<file path="src/hw/rtl/hsv_threshold_centroid_assert.svh">
// Assertion macros for the HSV threshold centroid block.
// Both expect signals named clk and rst_n in the scope of use.
`ifndef HSV_THRESHOLD_CENTROID_ASSERT_SVH
`define HSV_THRESHOLD_CENTROID_ASSERT_SVH

// Consequent must hold in the same cycle as the antecedent.
`define HSTC_ASSERT_SAME(label, ante, cons) \
  label: assert property (@(posedge clk) disable iff (!rst_n) (ante) |-> (cons)) \
    else $error("hstc: same-cycle check failed");

// Consequent must hold in the cycle after the antecedent.
`define HSTC_ASSERT_NEXT(label, ante, cons) \
  label: assert property (@(posedge clk) disable iff (!rst_n) (ante) |=> (cons)) \
    else $error("hstc: next-cycle check failed");

`endif

</file>
<file path="src/hw/rtl/hstc_pkg.sv">
// ----------------------------------------------------------------------------
// hstc_pkg
// Shared types and constants of the HSV threshold centroid block.
// ----------------------------------------------------------------------------
package hstc_pkg;

  // Register map: byte address 4*index
  localparam int ADDR_W = 5;
  localparam logic [2:0] REG_HUE_LOW     = 3'd0;
  localparam logic [2:0] REG_SAT_LOW     = 3'd1;
  localparam logic [2:0] REG_VAL_LOW     = 3'd2;
  localparam logic [2:0] REG_HUE_HIGH    = 3'd3;
  localparam logic [2:0] REG_SAT_HIGH    = 3'd4;
  localparam logic [2:0] REG_VAL_HIGH    = 3'd5;
  localparam logic [2:0] REG_FRAME_WIDTH = 3'd6;

  // Reset values of the bound registers
  localparam logic [7:0] HUE_LOW_RST  = 8'd162;
  localparam logic [7:0] SAT_LOW_RST  = 8'd174;
  localparam logic [7:0] VAL_LOW_RST  = 8'd126;
  localparam logic [7:0] HUE_HIGH_RST = 8'd188;
  localparam logic [7:0] SAT_HIGH_RST = 8'd203;
  localparam logic [7:0] VAL_HIGH_RST = 8'd254;
  localparam int FRAME_WIDTH_RST = 320;

  typedef struct packed {
    logic [7:0] hue_low;
    logic [7:0] sat_low;
    logic [7:0] val_low;
    logic [7:0] hue_high;
    logic [7:0] sat_high;
    logic [7:0] val_high;
  } hstc_bounds_t;

  typedef enum logic [1:0] {
    ST_RUN,
    ST_DIV,
    ST_FIN
  } hstc_state_t;

  // Controller to datapath
  typedef struct packed {
    logic accept;     // pixel transfer this cycle
    logic frame_end;  // transferred pixel closes the frame
    logic div_step;   // one quotient bit for both dividers
    logic load_out;   // move quotients into the output register
  } hstc_cmd_t;

  // Datapath to controller
  typedef struct packed {
    logic out_busy;   // output register full and not taken this cycle
  } hstc_sts_t;

endpackage

</file>
<file path="src/hw/rtl/hsv_threshold_centroid.sv">
// ----------------------------------------------------------------------------
// hsv_threshold_centroid
// Pixels that are not last in frame: one transfer per cycle while input is not
// held off, no result. Last pixel: result valid once the bit-serial divider has
// run and the quotients are loaded into the output register; input is held off
// until that load, and longer while an earlier result still waits.
// Synchronous active-low reset clears counters, accumulators and output valid
// and restores the register defaults; no clearing pass.
// ----------------------------------------------------------------------------
`include "hsv_threshold_centroid_assert.svh"

module hsv_threshold_centroid #(
  parameter int COORD_BITS = 12
) (
  input  logic                        clk,
  input  logic                        rst_n,
  // configuration
  input  logic                        psel,
  input  logic                        penable,
  input  logic                        pwrite,
  input  logic [hstc_pkg::ADDR_W-1:0] paddr,
  input  logic [31:0]                 pwdata,
  output logic [31:0]                 prdata,
  output logic                        pready,
  // pixel input
  input  logic                        in_valid,
  output logic                        in_ready,
  input  logic [7:0]                  in_hue,
  input  logic [7:0]                  in_sat,
  input  logic [7:0]                  in_val,
  input  logic                        in_last_in_frame,
  // centroid result
  output logic                        out_valid,
  input  logic                        out_ready,
  output logic                        out_found,
  output logic [COORD_BITS-1:0]       out_centroid_x,
  output logic [COORD_BITS-1:0]       out_centroid_y
);

  localparam int SUM_W = 3 * COORD_BITS + 1;

  hstc_pkg::hstc_bounds_t bounds;
  logic [COORD_BITS:0]    frame_width;
  hstc_pkg::hstc_cmd_t    cmd;
  hstc_pkg::hstc_sts_t    sts;

  hstc_regs #(
    .COORD_BITS (COORD_BITS)
  ) u_regs (
    .clk         (clk),
    .rst_n       (rst_n),
    .psel        (psel),
    .penable     (penable),
    .pwrite      (pwrite),
    .paddr       (paddr),
    .pwdata      (pwdata),
    .prdata      (prdata),
    .pready      (pready),
    .bounds      (bounds),
    .frame_width (frame_width)
  );

  hstc_ctrl #(
    .SUM_W (SUM_W)
  ) u_ctrl (
    .clk              (clk),
    .rst_n            (rst_n),
    .in_valid         (in_valid),
    .in_last_in_frame (in_last_in_frame),
    .in_ready         (in_ready),
    .sts              (sts),
    .cmd              (cmd)
  );

  hstc_dp #(
    .COORD_BITS (COORD_BITS)
  ) u_dp (
    .clk            (clk),
    .rst_n          (rst_n),
    .cmd            (cmd),
    .sts            (sts),
    .bounds         (bounds),
    .frame_width    (frame_width),
    .in_hue         (in_hue),
    .in_sat         (in_sat),
    .in_val         (in_val),
    .out_valid      (out_valid),
    .out_ready      (out_ready),
    .out_found      (out_found),
    .out_centroid_x (out_centroid_x),
    .out_centroid_y (out_centroid_y)
  );

  // a frame-end transfer holds off input while the divide runs
  `HSTC_ASSERT_NEXT(a_frame_end_stalls, in_valid && in_ready && in_last_in_frame, !in_ready)
  // an empty frame reports a zero centroid
  `HSTC_ASSERT_SAME(a_empty_zero, out_valid && !out_found, (out_centroid_x | out_centroid_y) == '0)
  // a result is never loaded over one that is still waiting
  `HSTC_ASSERT_SAME(a_no_overwrite, cmd.load_out, !(out_valid && !out_ready))

endmodule

</file>
<file path="src/hw/rtl/hstc_regs.sv">
// ----------------------------------------------------------------------------
// hstc_regs
// APB-style configuration registers: six HSV bounds and the frame width.
// ----------------------------------------------------------------------------
module hstc_regs #(
  parameter int COORD_BITS = 12
) (
  input  logic                            clk,
  input  logic                            rst_n,
  input  logic                            psel,
  input  logic                            penable,
  input  logic                            pwrite,
  input  logic [hstc_pkg::ADDR_W-1:0]     paddr,
  input  logic [31:0]                     pwdata,
  output logic [31:0]                     prdata,
  output logic                            pready,
  output hstc_pkg::hstc_bounds_t          bounds,
  output logic [COORD_BITS:0]             frame_width
);

  localparam int FW_W = COORD_BITS + 1;
  localparam int MAX_WIDTH = 1 << COORD_BITS;
  // Saturate the reset width so a narrow build keeps the same effective width
  localparam int FW_RST = (hstc_pkg::FRAME_WIDTH_RST > MAX_WIDTH) ?
                          MAX_WIDTH : hstc_pkg::FRAME_WIDTH_RST;

  hstc_pkg::hstc_bounds_t bounds_r;
  logic [FW_W-1:0]        fw_r;
  logic                   wr_en;
  logic [2:0]             reg_idx;

  assign pready  = 1'b1;
  assign wr_en   = psel & penable & pwrite;
  assign reg_idx = paddr[hstc_pkg::ADDR_W-1:2];

  // Register writes; unknown indexes are dropped
  always_ff @(posedge clk) begin
    if (!rst_n) begin
      bounds_r.hue_low  <= hstc_pkg::HUE_LOW_RST;
      bounds_r.sat_low  <= hstc_pkg::SAT_LOW_RST;
      bounds_r.val_low  <= hstc_pkg::VAL_LOW_RST;
      bounds_r.hue_high <= hstc_pkg::HUE_HIGH_RST;
      bounds_r.sat_high <= hstc_pkg::SAT_HIGH_RST;
      bounds_r.val_high <= hstc_pkg::VAL_HIGH_RST;
      fw_r              <= FW_W'(FW_RST);
    end else if (wr_en) begin
      case (reg_idx)
        hstc_pkg::REG_HUE_LOW:     bounds_r.hue_low  <= pwdata[7:0];
        hstc_pkg::REG_SAT_LOW:     bounds_r.sat_low  <= pwdata[7:0];
        hstc_pkg::REG_VAL_LOW:     bounds_r.val_low  <= pwdata[7:0];
        hstc_pkg::REG_HUE_HIGH:    bounds_r.hue_high <= pwdata[7:0];
        hstc_pkg::REG_SAT_HIGH:    bounds_r.sat_high <= pwdata[7:0];
        hstc_pkg::REG_VAL_HIGH:    bounds_r.val_high <= pwdata[7:0];
        hstc_pkg::REG_FRAME_WIDTH: fw_r              <= pwdata[FW_W-1:0];
        default: ;
      endcase
    end
  end

  // Read mux
  always_comb begin
    case (reg_idx)
      hstc_pkg::REG_HUE_LOW:     prdata = {24'd0, bounds_r.hue_low};
      hstc_pkg::REG_SAT_LOW:     prdata = {24'd0, bounds_r.sat_low};
      hstc_pkg::REG_VAL_LOW:     prdata = {24'd0, bounds_r.val_low};
      hstc_pkg::REG_HUE_HIGH:    prdata = {24'd0, bounds_r.hue_high};
      hstc_pkg::REG_SAT_HIGH:    prdata = {24'd0, bounds_r.sat_high};
      hstc_pkg::REG_VAL_HIGH:    prdata = {24'd0, bounds_r.val_high};
      hstc_pkg::REG_FRAME_WIDTH: prdata = 32'(fw_r);
      default:                   prdata = 32'd0;
    endcase
  end

  assign bounds      = bounds_r;
  assign frame_width = fw_r;

endmodule

</file>
<file path="src/hw/rtl/hstc_ctrl.sv">
// ----------------------------------------------------------------------------
// hstc_ctrl
// Frame controller: streams pixels, then sequences the centroid divide
// and the hand-off to the output register.
// ----------------------------------------------------------------------------
module hstc_ctrl #(
  parameter int SUM_W = 37
) (
  input  logic                clk,
  input  logic                rst_n,
  input  logic                in_valid,
  input  logic                in_last_in_frame,
  output logic                in_ready,
  input  hstc_pkg::hstc_sts_t sts,
  output hstc_pkg::hstc_cmd_t cmd
);

  localparam int STEP_W = $clog2(SUM_W);
  localparam logic [STEP_W-1:0] LAST_STEP = STEP_W'(SUM_W - 1);

  hstc_pkg::hstc_state_t state_r, state_nxt;
  logic [STEP_W-1:0]     step_r, step_nxt;

  // State and step counter
  always_ff @(posedge clk) begin
    if (!rst_n) begin
      state_r <= hstc_pkg::ST_RUN;
      step_r  <= '0;
    end else begin
      state_r <= state_nxt;
      step_r  <= step_nxt;
    end
  end

  // Next state and commands
  always_comb begin
    state_nxt     = state_r;
    step_nxt      = step_r;
    in_ready      = 1'b0;
    cmd.accept    = 1'b0;
    cmd.frame_end = 1'b0;
    cmd.div_step  = 1'b0;
    cmd.load_out  = 1'b0;
    case (state_r)
      hstc_pkg::ST_RUN: begin
        in_ready      = 1'b1;
        cmd.accept    = in_valid;
        cmd.frame_end = in_valid & in_last_in_frame;
        if (in_valid && in_last_in_frame) begin
          state_nxt = hstc_pkg::ST_DIV;
          step_nxt  = '0;
        end
      end
      hstc_pkg::ST_DIV: begin
        cmd.div_step = 1'b1;
        step_nxt     = step_r + STEP_W'(1);
        if (step_r == LAST_STEP) begin
          state_nxt = hstc_pkg::ST_FIN;
        end
      end
      hstc_pkg::ST_FIN: begin
        // wait until the output register can take the result
        if (!sts.out_busy) begin
          cmd.load_out = 1'b1;
          state_nxt    = hstc_pkg::ST_RUN;
        end
      end
      default: begin
        state_nxt = hstc_pkg::ST_RUN;
      end
    endcase
  end

endmodule

</file>
<file path="src/hw/rtl/hstc_dp.sv">
// ----------------------------------------------------------------------------
// hstc_dp
// Datapath: HSV band test, position counters, moment accumulators, two
// restoring dividers sharing one divisor, and the output register.
// ----------------------------------------------------------------------------
module hstc_dp #(
  parameter int COORD_BITS = 12
) (
  input  logic                   clk,
  input  logic                   rst_n,
  input  hstc_pkg::hstc_cmd_t    cmd,
  output hstc_pkg::hstc_sts_t    sts,
  input  hstc_pkg::hstc_bounds_t bounds,
  input  logic [COORD_BITS:0]    frame_width,
  input  logic [7:0]             in_hue,
  input  logic [7:0]             in_sat,
  input  logic [7:0]             in_val,
  output logic                   out_valid,
  input  logic                   out_ready,
  output logic                   out_found,
  output logic [COORD_BITS-1:0]  out_centroid_x,
  output logic [COORD_BITS-1:0]  out_centroid_y
);

  localparam int C     = COORD_BITS;
  localparam int FW_W  = COORD_BITS + 1;
  localparam int CNT_W = 2 * COORD_BITS + 1;
  localparam int SUM_W = 3 * COORD_BITS + 1;
  localparam logic [FW_W-1:0] MAX_WIDTH = {1'b1, {COORD_BITS{1'b0}}};

  // Position and accumulators
  logic [C-1:0]     column_r, column_nxt;
  logic [C-1:0]     row_r, row_nxt;
  logic [CNT_W-1:0] count_r, count_nxt, count_acc;
  logic [SUM_W-1:0] sum_x_r, sum_x_nxt, sum_x_acc;
  logic [SUM_W-1:0] sum_y_r, sum_y_nxt, sum_y_acc;

  // Divider registers
  logic [CNT_W-1:0] den_r;
  logic             found_r;
  logic [SUM_W-1:0] dx_r, dy_r;
  logic [CNT_W-1:0] rx_r, ry_r;
  logic [C-1:0]     qx_r, qy_r;

  // Output register
  logic             out_valid_r;
  logic             out_found_r;
  logic [C-1:0]     out_cx_r, out_cy_r;

  logic             match;
  logic [FW_W-1:0]  fw_eff;
  logic [FW_W-1:0]  col_inc;

  logic [CNT_W:0]   rx_sh, ry_sh, rx_diff, ry_diff;
  logic             x_ge, y_ge;

  // Inclusive band test on all three channels
  assign match = (in_hue >= bounds.hue_low) && (in_hue <= bounds.hue_high) &&
                 (in_sat >= bounds.sat_low) && (in_sat <= bounds.sat_high) &&
                 (in_val >= bounds.val_low) && (in_val <= bounds.val_high);

  // Accumulators including the current pixel
  assign count_acc = match ? count_r + CNT_W'(1) : count_r;
  assign sum_x_acc = match ? sum_x_r + SUM_W'(column_r) : sum_x_r;
  assign sum_y_acc = match ? sum_y_r + SUM_W'(row_r) : sum_y_r;

  // Width zero acts as one, oversize width is clamped
  always_comb begin
    if (frame_width == '0) begin
      fw_eff = FW_W'(1);
    end else if (frame_width > MAX_WIDTH) begin
      fw_eff = MAX_WIDTH;
    end else begin
      fw_eff = frame_width;
    end
  end

  assign col_inc = {1'b0, column_r} + FW_W'(1);

  // Next position and accumulator values
  always_comb begin
    column_nxt = column_r;
    row_nxt    = row_r;
    count_nxt  = count_r;
    sum_x_nxt  = sum_x_r;
    sum_y_nxt  = sum_y_r;
    if (cmd.accept) begin
      if (cmd.frame_end) begin
        column_nxt = '0;
        row_nxt    = '0;
        count_nxt  = '0;
        sum_x_nxt  = '0;
        sum_y_nxt  = '0;
      end else begin
        count_nxt = count_acc;
        sum_x_nxt = sum_x_acc;
        sum_y_nxt = sum_y_acc;
        if (col_inc >= fw_eff) begin
          column_nxt = '0;
          row_nxt    = row_r + C'(1);
        end else begin
          column_nxt = col_inc[C-1:0];
        end
      end
    end
  end

  always_ff @(posedge clk) begin
    if (!rst_n) begin
      column_r <= '0;
      row_r    <= '0;
      count_r  <= '0;
      sum_x_r  <= '0;
      sum_y_r  <= '0;
    end else begin
      column_r <= column_nxt;
      row_r    <= row_nxt;
      count_r  <= count_nxt;
      sum_x_r  <= sum_x_nxt;
      sum_y_r  <= sum_y_nxt;
    end
  end

  // Restoring divide step: shift in one dividend bit, subtract if it fits
  assign rx_sh   = {rx_r, dx_r[SUM_W-1]};
  assign ry_sh   = {ry_r, dy_r[SUM_W-1]};
  assign rx_diff = rx_sh - {1'b0, den_r};
  assign ry_diff = ry_sh - {1'b0, den_r};
  assign x_ge    = rx_sh >= {1'b0, den_r};
  assign y_ge    = ry_sh >= {1'b0, den_r};

  // Divider load at frame end, one quotient bit per step; only the low
  // COORD_BITS of the quotient are kept
  always_ff @(posedge clk) begin
    if (cmd.frame_end) begin
      den_r   <= count_acc;
      found_r <= count_acc != '0;
      dx_r    <= sum_x_acc;
      dy_r    <= sum_y_acc;
      rx_r    <= '0;
      ry_r    <= '0;
      qx_r    <= '0;
      qy_r    <= '0;
    end else if (cmd.div_step) begin
      dx_r <= {dx_r[SUM_W-2:0], 1'b0};
      dy_r <= {dy_r[SUM_W-2:0], 1'b0};
      rx_r <= x_ge ? rx_diff[CNT_W-1:0] : rx_sh[CNT_W-1:0];
      ry_r <= y_ge ? ry_diff[CNT_W-1:0] : ry_sh[CNT_W-1:0];
      qx_r <= {qx_r[C-2:0], x_ge};
      qy_r <= {qy_r[C-2:0], y_ge};
    end
  end

  // Output register: valid flag
  always_ff @(posedge clk) begin
    if (!rst_n) begin
      out_valid_r <= 1'b0;
    end else if (cmd.load_out) begin
      out_valid_r <= 1'b1;
    end else if (out_ready) begin
      out_valid_r <= 1'b0;
    end
  end

  // Output register: payload, zero centroid when nothing matched
  always_ff @(posedge clk) begin
    if (cmd.load_out) begin
      out_found_r <= found_r;
      out_cx_r    <= found_r ? qx_r : '0;
      out_cy_r    <= found_r ? qy_r : '0;
    end
  end

  assign sts.out_busy   = out_valid_r & ~out_ready;
  assign out_valid      = out_valid_r;
  assign out_found      = out_found_r;
  assign out_centroid_x = out_cx_r;
  assign out_centroid_y = out_cy_r;

endmodule
</file>
<file path="config.mk">
export PLATFORM = sky130hd
export DESIGN_NAME = hsv_threshold_centroid
export DESIGN_NICKNAME = d
export VERILOG_FILES = /design/src/hw/rtl/hstc_pkg.sv /design/src/hw/rtl/hsv_threshold_centroid.sv /design/src/hw/rtl/hstc_regs.sv /design/src/hw/rtl/hstc_ctrl.sv /design/src/hw/rtl/hstc_dp.sv
export VERILOG_INCLUDE_DIRS = /design/src /design/src/hw/rtl
export SDC_FILE = /design/constraint.sdc
export NUM_CORES = 1
export LEC_CHECK = 0
export ABC_AREA = 1
export BUFFER_PORTS_ARGS = -buffer_cell sky130_fd_sc_hd__buf_2
export CELL_PAD_IN_SITES_DETAIL_PLACEMENT = 1
export CELL_PAD_IN_SITES_GLOBAL_PLACEMENT = 1
export CORE_MARGIN = 2
export CORE_UTILIZATION = 46
export CTS_CLUSTER_DIAMETER = 150
export CTS_CLUSTER_SIZE = 14
export DETAILED_ROUTE_END_ITERATION = 12
export PLACE_DENSITY_LB_ADDON = 0.25
export SLEW_MARGIN = 20
export SYNTH_ARGS = -nofsm -noshare
export SYNTH_HDL_FRONTEND = slang
export SYNTH_SLANG_ARGS = --single-unit
</file>
<file path="constraint.sdc">
create_clock -name clk -period 4.95 [get_ports clk]
set_clock_uncertainty 0.05 [all_clocks]
set_input_delay 1.2375 -clock clk [delete_from_list [all_inputs] [get_ports clk]]
set_output_delay 1.2375 -clock clk [all_outputs]
set_load 0.02 [all_outputs]
</file>
Yosys cells after proc, flatten, opt, wreduce, memory -nomap -nowiden
Index checks and enable logic that the tools add are counted.

Output and inout port bits: 60. Latch bits: 0. Flip-flop bits (word level): 392. Logic and storage cells: 117. RAM bits: 0. Bits in read-only memories: 0. Input bits: 69. Memories kept: 0.

Bitwise operators: 5. Magnitude comparators: 10. Div/mod/pow operators: 0. $mul: 0. Add/subtract/negate cells: 8. Reductions and logical operators: 24. Multiplexer cells: 32. Shift-type cells: 0. Equality and inequality tests: 12.

Operators by type and width (count): $mux 37 (8); $mux 25 (4); $pmux 13 s7 (1); $add 37x12->37 (2); $ge 26x25->1 (2); $sub 25x25->25 (2); $mux 12 (4); $mux 13 (2); $add 25x1->25 const B (1); $reduce_bool 25->1 (1); $ge 8x8->1 (3); $le 8x8->1 (3); $reduce_and 2->1 (9); $add 12x1->13 const B (1); $ge 13x13->1 (1); $gt 13x13->1 const B (1); $logic_not 13->1 (1); $add 12x1->12 const B (1); $pmux 6 s2 (1); $eq 3x3->1 const B (3); $mux 2 (4); $reduce_bool 2->1 (4); $add 6x1->6 const B (1); $eq 3x2->1 const B (2); other kinds (15) (29).

Logic depth before layout (Yosys ltp)
Gate-level depths: netlist (run 1).

Depth in word-level cells: 8. Depth in mapped cells: 22. Mapped depth without buffers: 21.

Cells and area by module
From an unflattened synthesis (run 1), not the netlist that was laid out.

Cells, all modules: 3556. Area total of the unflattened synthesis: 24776.3 um^2.

Modules (own cells, without submodules): hstc_dp (sequential area each 7717.4 um^2, times used 1, cells an instance 3005, area each 21200.3 um^2); hstc_regs (sequential area each 1221.2 um^2, times used 1, cells an instance 486, area each 3134.3 um^2); hstc_ctrl (sequential area each 160.2 um^2, times used 1, cells an instance 65, area each 441.7 um^2).

Worst setup path before layout (run 1)
No wires, ideal clock.

Path type: input-to-reg. Start: in in_valid. End: reg u_dp.dx_r[0], enable pin. Stages: 5. Setup slack: 381 ps. Buffers on the path: 1. Required time: 4432 ps. Arrival: 4051 ps. Setup time: 468 ps. Cell sequence: nand2_1 -> nor2_2 -> nor2_1 -> inv_1 -> clkbuf_1.

Word-level cells in the longest chain between the ends: 3.

RTL lines: start, declared (line hsv_threshold_centroid.sv:26) `input logic in_valid,`; $and 1x1->1 (line hstc_ctrl.sv:48) `cmd.frame_end = in_valid & in_last_in_frame;`; $mux 2 (line hstc_ctrl.sv:44) `case (state_r)`; $reduce_bool 2->1 (no line); end signal, assigned (line hstc_dp.sv:138) `dx_r <= sum_x_acc;`; end signal, assigned (line hstc_dp.sv:145) `dx_r <= {dx_r[SUM_W-2:0], 1'b0};`; end, declared (line hstc_dp.sv:41) `logic [SUM_W-1:0] dx_r, dy_r;`.

Every way passes these cells. A chain may end at the register's enable or synchronous reset.

Final worst setup path (run 1)
Start: in paddr[4] (netlist bit). End: out prdata[0].

Word-level cells in the longest chain between the ends: 2. Elaborated cells on any way between the ends: 8. Those cells by class: eq/ne (6); mux (1); reduce/logical (1).

RTL lines: start, declared (line hsv_threshold_centroid.sv:21) `input logic [hstc_pkg::ADDR_W-1:0] paddr,`; $eq 3x3->1 (tied with other cells) (line hstc_regs.sv:62) `case (reg_idx)`; $pmux 13 s7 * (line hstc_regs.sv:62); end, declared (line hsv_threshold_centroid.sv:23) `output logic [31:0] prdata,`.

Mark *: on every way between the ends. The rest lies on a longest branch, timed or not.

==> results.json, run 1 <==
{
  "status": "complete, no violations",
  "slew_headroom_pct": 28.0,
  "drc": 0,
  "crit_fanout": 8,
  "final_net_count": 3587,
  "pin_count": 129,
  "hold_viol": 0,
  "reg2reg_depth": 17,
  "root_buffer": "clkbuf_16",
  "yosysUniqueCellTypes": 57,
  "grt_pass1_vias": 23900,
  "antenna_left": 0,
  "area_growth_pct": 7.37,
  "rr_endpoint": "u_dp.row_r[4]",
  "grt_max_degree": 87,
  "place.gp.congestion": 0.863,
  "synth_top_family_by_area": "simple AND/OR/NAND/NOR gates",
  "clock.fmax_mhz": 239,
  "wl_mm": 71.6,
  "synth_top_cell_area_share_pct": 22.3,
  "fill_cells": 6728,
  "synth-simple-area-share_pct": 27.7,
  "setup_viol": 0,
  "cts-resized-gates": 0,
  "drtPass1Iterations": 5,
  "grt.overflow.total": 0,
  "yosys.area.top_type": "dfxtp_1",
  "r2r_setup_slack_ns": 1.00,
  "grt_pass1_wl_mm": 118,
  "ys_seq_area_share_pct": 38.0,
  "arrival_ns": 2.90,
  "drv_slew": 0,
  "die_area_mm2": 0.0539,
  "maxCapViolations": 0,
  "row_count": 83,
  "critPathLaunchType": "input pin",
  "rr_startpoint": "u_regs.frame_width[4]",
  "crit_type": "in2out",
  "detailed_place_hpwl_mm": 52.3,
  "fp.dieH_um": 232,
  "cts_buffers": 31,
  "synthXorXnorAreaFrac_pct": 4.06,
  "syn_avg_cell_area_um2": 7.16,
  "io_buffers": 87,
  "vias": 22500,
  "cts.sinks": 392,
  "netSwitchingPower_mw": 3.23,
  "insertion_delay_ns": 0.62,
  "clockBufferDepth": 3,
  "powerDensity_mw_per_mm2": 348,
  "htree_levels": 1,
  "post_cts_buffers": 0,
  "rsz0062_at_grt": "no",
  "routed_via_density": 5.52,
  "synth_compound_gate_area_share_pct": 14.4,
  "switching_share_pct": 36.1,
  "cts_tree": "built",
  "antenna_found_initial": 0,
  "hp-class": "reg2reg",
  "fin_tns_setup_ns": 0,
  "synthCells": 3349,
  "postCtsHoldBufs": 0,
  "start_util_pct": 46.6,
  "syn-cell-area_mm2": 0.0240,
  "diodes": 0,
  "drt_iter0_drc": 1187,
  "final_layout_size_suffix_gt1_share_pct": 5.83,
  "wl_per_cell_um": 17.6,
  "core_mm2": 0.0514,
  "worstMarginPinSlew_ns": 1.08,
  "worstPathRequired_ns": 3.66,
  "track_usage_pct": 26.4,
  "synth_fa_ha_area_share_pct": 7.64,
  "combPwrFrac_pct": 31.3,
  "fin_crit_sh_pct": 84.6,
  "seqPwrFrac_pct": 42.1,
  "ys_seq_elements": 392,
  "yosys-top-cells-area": "dfxtp_1 (22%), nand2_1 (17%), edfxtp_1 (16%), ha_1 (7.3%), a21oi_1 (5.9%)",
  "clk_pin_slew_ns": 0.07,
  "synthMuxAreaShare_pct": 0,
  "worstSetupEndpoint": "prdata[0]",
  "internal_power_mw": 5.72,
  "ys.warnings.count": 0,
  "startpoint": "paddr[4]",
  "peakVddDrop_v": 0.000270,
  "fin_crit_ns": 4.19,
  "total_power_mw": 8.95,
  "pwr-share-clk_pct": 26.7,
  "die_w_um": 232,
  "critPathCaptureType": "output pin",
  "p_leak_nw": 11.1
}
## power groups by stage
stage / Clock [mW] / Combinational (mW) / Sequential, mW
CTS: 2.44 / 2.78 / 3.76
global route: 2.55 / 3.15 / 3.79
global placement: 0 / 2.65 / 3.82
detailed placement: 0 / 2.76 / 3.83
floorplan: 0 / 2.13 / 3.78
finish: 2.39 / 2.80 / 3.77
## final cells by class
cell class                 count  area, um^2  area share (%)
multi-input combinational   2497       13000            50.5
inverter                     344        1300            5.04
tap                          680         851            3.31
sequential                   392        9100            35.4
clock buffer                  52         855            3.32
clock inverter                 1        8.76          0.0340
timing repair buffer         108         618            2.40
## layout by cell type, fill, tap and decap left out, drive strengths merged
cell type	instances
nand3	114
o221a	2
o211ai	39
edfxtp	125
a22oi	1
o21ai	176
a211oi	1
clkbuf	52
conb	20
xor2	53
nor2	245
inv	344
o21bai	6
and2	1
nor4	16
nand2	1104
a31oi	25
clkinv	1
nor3b	6
nor3	52
a32o	1
buf	108
o21a	12
dfxtp	267
o22ai	32
xnor2	58
a21boi	5
a221oi	9
o2111ai	2
nand4	57
a21oi	284
a2111oi	1
or2	6
o221ai	5
ha	140
fa	4
a21o	10
nand3b	10
## per-stage QoR
step	setup slack, ns	util (%)	cells	hold WS, ns	area, um^2
floorplan	0.381	-	3367	0.378	24000
global placement	0.856	48.4	4021	0.392	24900
detailed placement	0.818	48.4	4021	0.418	24900
CTS	0.795	50.1	4074	0.430	25700
global route	0.531	50.1	4074	0.457	25700
finish	0.761	50.1	4074	0.426	25700
## layer usage
layer | up-vias | part of all wire, % | GRT usage (%)
met2 | 372 | 50 | 49.1
met5 | - | 0 | 0
met3 | 112 | 3.3 | 2.41
met4 | 0 | 2.2 | 6.59
li1 | 11000 | - | -
met1 | 11000 | 45 | 32.6
## cell families (layout without fill, tap and decap cells)
family / after synthesis / in the layout
adder cells (fa/ha/maj): 144 / 144
other: 2 / 20
AND/OR/NAND/NOR: 1611 / 1611
AO/OA/AOI/OAI: 611 / 611
flip-flops: 392 / 392
XOR/XNOR: 111 / 111
buffers and inverters: 478 / 505
## registers in the layout (all words and copies together) (netlist names), 13 cells and up
| name | flops |
|---|---|
| u_dp.count_r | 25 |
| u_dp.dx_r | 37 |
| u_dp.dy_r | 37 |
| u_dp.sum_x_r | 37 |
| u_dp.sum_y_r | 37 |
| u_regs.bounds | 48 |
| u_regs.frame_width | 13 |
| u_dp.ry_r | 25 |
| u_dp.rx_r | 25 |
| u_dp.den_r | 25 |
## worst max-delay path, stage by stage
cell and delay, ns:
buf_2 0.14, inv_1 0.10, nor3_2 0.41, inv_1 0.29, o21ai_0 0.30, a221oi_1 0.10, nand4_1 0.13, buf_2 0.18
## Yosys cell counts (all sizes together)
| cell | number |
|---|---|
| nor3b | 6 |
| nor2 | 245 |
| a221oi | 9 |
| o21a | 12 |
| a21boi | 5 |
| o2111ai | 2 |
| o211ai | 39 |
| a32o | 1 |
| fa | 4 |
| nand2 | 1104 |
| or2 | 6 |
| nand3b | 10 |
| nor3 | 52 |
| o21ai | 176 |
| nand3 | 114 |
| inv | 343 |
| a211oi | 1 |
| a22oi | 1 |
| ha | 140 |
| a21o | 10 |
| xor2 | 53 |
| xnor2 | 58 |
| o221ai | 5 |
| a21oi | 284 |
| clkbuf | 76 |
| a31oi | 25 |
| dlygate4sd1 | 2 |
| nor4 | 16 |
| dfxtp | 267 |
| o21bai | 6 |
| nand4 | 57 |
| a2111oi | 1 |
| and2 | 1 |
| edfxtp | 125 |
| o22ai | 32 |
| clkinv | 1 |
| o221a | 2 |
| buf | 56 |
| conb | 2 |
## worst min-delay path by stage
stage                   from       endpoint  slack (ns)  cells past startpoint
2_1_floorplan  u_dp.qx_r[11]  u_dp.qx_r[11]        0.38                      2
3_3_place_gp   u_dp.qy_r[11]  u_dp.qy_r[11]        0.39                      2
3_5_place_dp    u_dp.ry_r[6]   u_dp.ry_r[6]        0.42                      2
4_1_cts         u_dp.ry_r[6]   u_dp.ry_r[6]        0.43                      2
5_1_grt         u_dp.ry_r[6]   u_dp.ry_r[6]        0.46                      2
6_report        u_dp.ry_r[6]   u_dp.ry_r[6]        0.43                      2
Power figures use the tool's default switching activity.
==> run 2: changes to the inputs <==
ABC_AREA = 0   (was 1)
CORE_UTILIZATION = 48   (was 46)
clock period = 3.9 ns   (was 4.95 ns; I/O delays follow)
==> run 2 against run 1 <==
- die area shrank 7.8%
- first-iteration DRC count shrank 25%
- synthesized cell count shrank 21%
- synthesized area shrank 3.9%
- critical path type is now in2reg
- largest cell class unchanged
==> results.json, run 2 <==
{
  "crit_chain": "buf_2, ha_1, nor2b_1, o21a_1, o21a_1, o21ai_0, nor4b_4, buf_4, buf_4, nand2_1, buf_4, o22ai_1, o221ai_1, or4b_1",
  "crit_type": "in2reg",
  "drtPass1Iterations": 5,
  "layout_commonest_cell": "nand2_1",
  "largest_reg_flops": 48,
  "diodes": 0,
  "worstMarginPinSlew_ns": 0.815,
  "synth_edf_count": 125,
  "yosys-top-cells-area": "dfxtp_1 (23%), edfxtp_1 (16%), ha_1 (7.6%), nand2_1 (6.1%), o21ai_0 (5.7%)",
  "routed_via_density": 5.89,
  "track_usage_pct": 25.5,
  "critPathCaptureType": "flop",
  "rsz0062_at_grt": "no",
  "final_cell_mix": "nand2_1 (370), dfxtp_1 (267), o21ai_0 (262)",
  "peakVddDrop_v": 0.000345,
  "die_area_mm2": 0.0497,
  "synth_common_cells": "nand2_1 (372), dfxtp_1 (267), o21ai_0 (262)",
  "ys.warnings.count": 0,
  "synth_top_cell_area_share_pct": 23.2,
  "hold_path_depth": 2,
  "htree_levels": 1,
  "ys_seq_elements": 392,
  "seqPwrFrac_pct": 42.4,
  "wl_per_cell_um": 19.0,
  "grt.overflow.total": 0,
  "wl_mm": 63.9,
  "place.gp.congestion": 0.873,
  "insertion_delay_ns": 0.60,
  "drt_iter0_drc": 886,
  "clk_pin_slew_ns": 0.07,
  "clock.fmax_mhz": 272,
  "syn_avg_cell_area_um2": 8.65,
  "worstHoldEndpoint": "u_dp.qx_r[0]",
  "clockBufferDepth": 3,
  "pin_count": 129,
  "min_from": "u_dp.qx_r[0]",
  "utilization_pct": 53.2,
  "post-synth-top-count-cell": "nand2_1",
  "critPathBufInv": 4,
  "final_layout_size_suffix_gt1_share_pct": 9.77,
  "fill_cells": 5608,
  "setup_viol": 0,
  "rr_endpoint": "u_dp.column_r[0]",
  "grt_max_degree": 96,
  "core_mm2": 0.0475,
  "syn-cell-area_mm2": 0.0230,
  "cts_tree": "built",
  "drv_slew": 0,
  "ys_seq_area_share_pct": 39.5,
  "synth_ff_type": "dfxtp_1",
  "area_growth_pct": 9.80,
  "root_buffer": "clkbuf_16",
  "fin_crit_ns": 3.67,
  "antenna_left": 0,
  "row_count": 80,
  "die_w_um": 223,
  "hold_viol": 0,
  "cts_buffers": 31,
  "yosysUniqueCellTypes": 84,
  "cts.sinks": 392,
  "io_buffers": 87,
  "synthCells": 2662,
  "status": "complete, no violations",
  "start_util_pct": 48.4,
  "vias": 19800,
  "fp.dieH_um": 223,
  "netSwitchingPower_mw": 3.84,
  "worstPathRequired_ns": 4.18,
  "grt_pass1_wl_mm": 105,
  "slew_headroom_pct": 45.6,
  "p_leak_nw": 10.2,
  "grt_pass1_vias": 20800,
  "yosys.area.top_type": "dfxtp_1",
  "antenna_found_initial": 0,
  "critPathLaunchType": "input pin",
  "postCtsHoldBufs": 0,
  "final_area_mm2": 0.0253,
  "crit_fanout": 7,
  "internal_power_mw": 7.46,
  "drc": 0,
  "r2r_setup_slack_ns": 0.23,
  "critPathSlowestCell": "or4b_1",
  "synthArstFlopShare_pct": 0,
  "final_net_count": 2945,
  "multi_input_area_mm2": 0.0129,
  "reg2reg_depth": 14,
  "switching_share_pct": 34.0,
  "place_area_mm2": 0.0244,
  "hp-class": "reg2reg",
  "rr_startpoint": "u_regs.frame_width[4]",
  "detailed_place_hpwl_mm": 46.0,
  "maxCapViolations": 0,
  "crit_family": "simple AND/OR/NAND/NOR gates",
  "combPwrFrac_pct": 31.1,
  "crit_top_cell": "buf_4",
  "seq_area_mm2": 0.00910,
  "pwr-share-clk_pct": 26.4,
  "powerDensity_mw_per_mm2": 447,
  "arrival_ns": 3.96,
  "fin_crit_sh_pct": 94.1,
  "max_stage_delay_ns": 0.47
}
run 2: kinds of logic (layout without fill, tap and decap cells):
family / count (synthesis) / after routing / synth area share [%]
fa+ha+maj: 144 / 144 / 7.96
buf+inv: 267 / 340 / 4.81
flops: 392 / 392 / 39.5
mux: 55 / 55 / 2.64
xor+xnor: 149 / 149 / 5.67
compound gates: 714 / 714 / 19.2
simple gates: 939 / 939 / 20.2
other cells: 2 / 20 / 0.0326
run 2: routing by layer:
layer	share of wire, %	global-route usage [%]	vias to the layer above
li1	-	-	9592
met1	45	32.1	9856
met2	50	46.7	305
met3	2.5	2.42	92
met4	2.4	6.67	0
met5	0	0	-
run 2: layout make-up:
| cell class | instances | area share [%] |
|---|---|---|
| clock buffers | 53 | 3.40 |
| clock inverters | 1 | 0.0346 |
| inverters | 98 | 1.46 |
| multi-input cells | 2021 | 51.1 |
| flip-flops and latches | 392 | 36.0 |
| well taps | 615 | 3.04 |
| repair buffers | 188 | 4.93 |
run 2: worst min-delay path: stages, from the launching register on:
cell and delay [ns]:
dfxtp_1 0.32, nand2_1 0.05, a21oi_1 0.05
run 2: worst max path at each step:
| stage | startpoint | endpoint | slack (ns) | cells after the start |
|---|---|---|---|---|
| 3_3_place_gp | in_hue[1] | u_dp.found_r | -0.33 | 13 |
| 2_1_floorplan | in_val[1] | u_dp.found_r | 0.07 | 11 |
| 5_1_grt | u_regs.frame_width[1] | u_dp.column_r[0] | 0.009 | 14 |
| 3_5_place_dp | in_hue[1] | u_dp.found_r | -0.40 | 13 |
| 6_report | in_hue[1] | u_dp.found_r | 0.23 | 14 |
| 4_1_cts | in_hue[1] | u_dp.found_r | 0.20 | 13 |
run 2: what timing repair did:
| item | CTS | global route |
|---|---|---|
| endpoints found under the setup margin | 0 | 7 |
| gates resized for setup | 0 | 1 |
| setup buffers | 0 | 1 |
run 2: power groups by stage:
| stage | sequential (mW) | combinational [mW] | clock, mW |
|---|---|---|---|
| 6_report | 4.79 | 3.52 | 2.98 |
| 5_1_grt | 4.84 | 3.95 | 3.20 |
| 4_1_cts | 4.79 | 3.52 | 3.06 |
| 3_5_place_dp | 4.88 | 3.50 | 0 |
| 3_3_place_gp | 4.86 | 3.32 | 0 |
| 2_1_floorplan | 4.80 | 2.65 | 0 |
run 2: metrics by stage:
step	std cells	setup TNS, ns	hold slack, ns	worst slack (ns)	power, mW
2_1_floorplan	2680	0	0.381	0.0650	7.45
3_3_place_gp	3313	-12.81	0.391	-0.330	8.18
3_5_place_dp	3313	-22.77	0.413	-0.398	8.37
4_1_cts	3367	0	0.422	0.196	11.4
5_1_grt	3368	0	0.453	0.00891	12.0
6_report	3368	0	0.419	0.228	11.3
==> run 3: changes to the inputs <==
CAP_MARGIN = 20   (was default)
CORE_MARGIN = default   (was 2)
==> run 3 against run 2 <==
- clock power about the same
- critical path depth increased by 2
- global-route usage increased by 0.51 points
- final cell count decreased by 0.12%
- utilization increased by 0.82 points
- register-to-register slack got worse by 0.05 ns
- setup slack got worse by 0.10 ns
- via count increased by 0.16%
- largest power group unchanged
- sequential cell count unchanged
- first-iteration DRC count increased by 14%
- critical endpoint unchanged
- total power about the same
- count of clock-buffer cells in the layout unchanged
- critical path type unchanged
==> results.json, run 3 (synthesized netlist as in run 2, its figures left out) <==
{
  "status": "complete, no violations",
  "use_met1_pct": 31.7,
  "fill_cells": 5535,
  "critPathCaptureType": "flop",
  "utilization_pct": 54.0,
  "dp.cells": 3308,
  "multi_input_area_mm2": 0.0129,
  "diodes": 0,
  "drc": 0,
  "io_buffers": 87,
  "crit_top_cell": "buf_4",
  "crit_family": "simple AND/OR/NAND/NOR gates",
  "largest_reg_flops": 48,
  "crit_type": "in2reg",
  "drv_slew": 0,
  "hold_viol": 0,
  "wl_per_cell_um": 19.1,
  "grtUsageMet3_pct": 2.44,
  "layout_commonest_cell": "nand2_1",
  "fin_crit_sh_pct": 96.8,
  "die_w_um": 221,
  "grt_max_degree": 150,
  "total_power_mw": 11.3,
  "fp.dieH_um": 221,
  "place.gp.congestion": 0.861,
  "critPathLaunchType": "input pin",
  "busiest_layer": "met2",
  "clockBufferDepth": 3,
  "detailed_place_hpwl_mm": 45.4,
  "final_cell_mix": "nand2_1 (369), dfxtp_1 (267), o21ai_0 (262)",
  "routed_via_density": 5.91,
  "crit_chain": "buf_2, ha_1, a2111o_1, a31oi_1, o21ai_0, nand3_1, nor4b_4, buf_4, buf_4, buf_12, and4_1, buf_4, nor3_2, a31oi_1, a21o_1, or4b_1",
  "slew_headroom_pct": 30.5,
  "antenna_left": 0,
  "seq_area_mm2": 0.00910,
  "setup_viol": 0,
  "worstPathRequired_ns": 4.18,
  "cts_tree": "built",
  "final_net_count": 2949,
  "core_mm2": 0.0470,
  "place_area_mm2": 0.0245,
  "final_cells": 3364,
  "start_util_pct": 49.0,
  "clock.fmax_mhz": 265,
  "grt_pass1_wl_mm": 106,
  "final_layout_size_suffix_gt1_share_pct": 10.0,
  "peakVddDrop_v": 0.000346,
  "grt_pass1_vias": 20900,
  "worstMarginPinSlew_ns": 1.04,
  "drt_iter0_drc": 1012,
  "wl_mm": 64.2,
  "crit_fanout": 11,
  "area_growth_pct": 10.1,
  "drtPass1Iterations": 6,
  "track_usage_pct": 26.0,
  "p_leak_nw": 10.2,
  "maxCapViolations": 0,
  "powerDensity_mw_per_mm2": 446,
  "reg2reg_depth": 13,
  "final_area_mm2": 0.0254,
  "postCtsHoldBufs": 0,
  "critPathSlowestCell": "or4b_1",
  "antenna_found_initial": 0,
  "cts_buffers": 31,
  "pin_count": 129,
  "cts.sinks": 392,
  "arrival_ns": 4.06,
  "root_buffer": "clkbuf_16",
  "htree_levels": 1,
  "hold_path_depth": 2,
  "clk_pin_slew_ns": 0.06,
  "fin_crit_ns": 3.77,
  "insertion_delay_ns": 0.61,
  "fin_tns_setup_ns": 0,
  "die_area_mm2": 0.0488,
  "vias": 19900,
  "worstSetupPathDepth": 16,
  "row_count": 79,
  "grt.overflow.total": 0,
  "hp-class": "reg2reg",
  "grt_use_met2_pct": 48.8,
  "critPathBufInv": 5,
  "max_stage_delay_ns": 0.53
}
[run 3: metal layers]
layer,up-vias,share of wire (%),wire length (um)
li1,9595,-,-
met1,9861,43,27800
met2,324,51,32900
met3,97,3.0,1930
met4,0,2.3,1500
met5,-,0,0
[run 3: where the power goes]
| group | internal [mW] | switching [mW] |
|---|---|---|
| logic | 1.42 | 2.11 |
| clock network | 1.48 | 1.50 |
| registers | 4.55 | 0.239 |
| total | 7.46 | 3.85 |
[run 3: stage by stage]
step | worst slack, ns | hold WS [ns]
5_1_grt | -0.0182 | 0.440
4_1_cts | 0.0728 | 0.418
3_3_place_gp | -0.421 | 0.395
6_report | 0.125 | 0.415
3_5_place_dp | -0.474 | 0.410
2_1_floorplan | 0.0650 | 0.381
[run 3: path summary, 6_finish.rpt]
path	startpoint	end	slack [ns]
max	in_sat[5]	u_dp.found_r	0.13
min	u_dp.qx_r[0]	u_dp.qx_r[0]	0.42
max reg2reg	u_regs.bounds[17]	u_dp.found_r	0.18
min reg2reg	u_dp.qx_r[0]	u_dp.qx_r[0]	0.42
[run 3: final cells by class]
cell class / count / share of cell area [%]
clock inverters: 1 / 0.0345
multi-input cells: 2021 / 51.1
clock buffers: 53 / 3.39
inverters: 98 / 1.46
well taps: 607 / 3.00
flip-flops and latches: 392 / 35.9
repair buffers: 192 / 5.18
[run 3: worst min-delay path: stages, from the launching register on]
cell and delay (ns):
dfxtp_1 0.32, nand2_1 0.05, a21oi_1 0.05
[run 3: what timing repair did]
action / CTS / global route
setup endpoints to repair: 0 / 16
buffers inserted: 0 / 2
resized for setup: 0 / 5
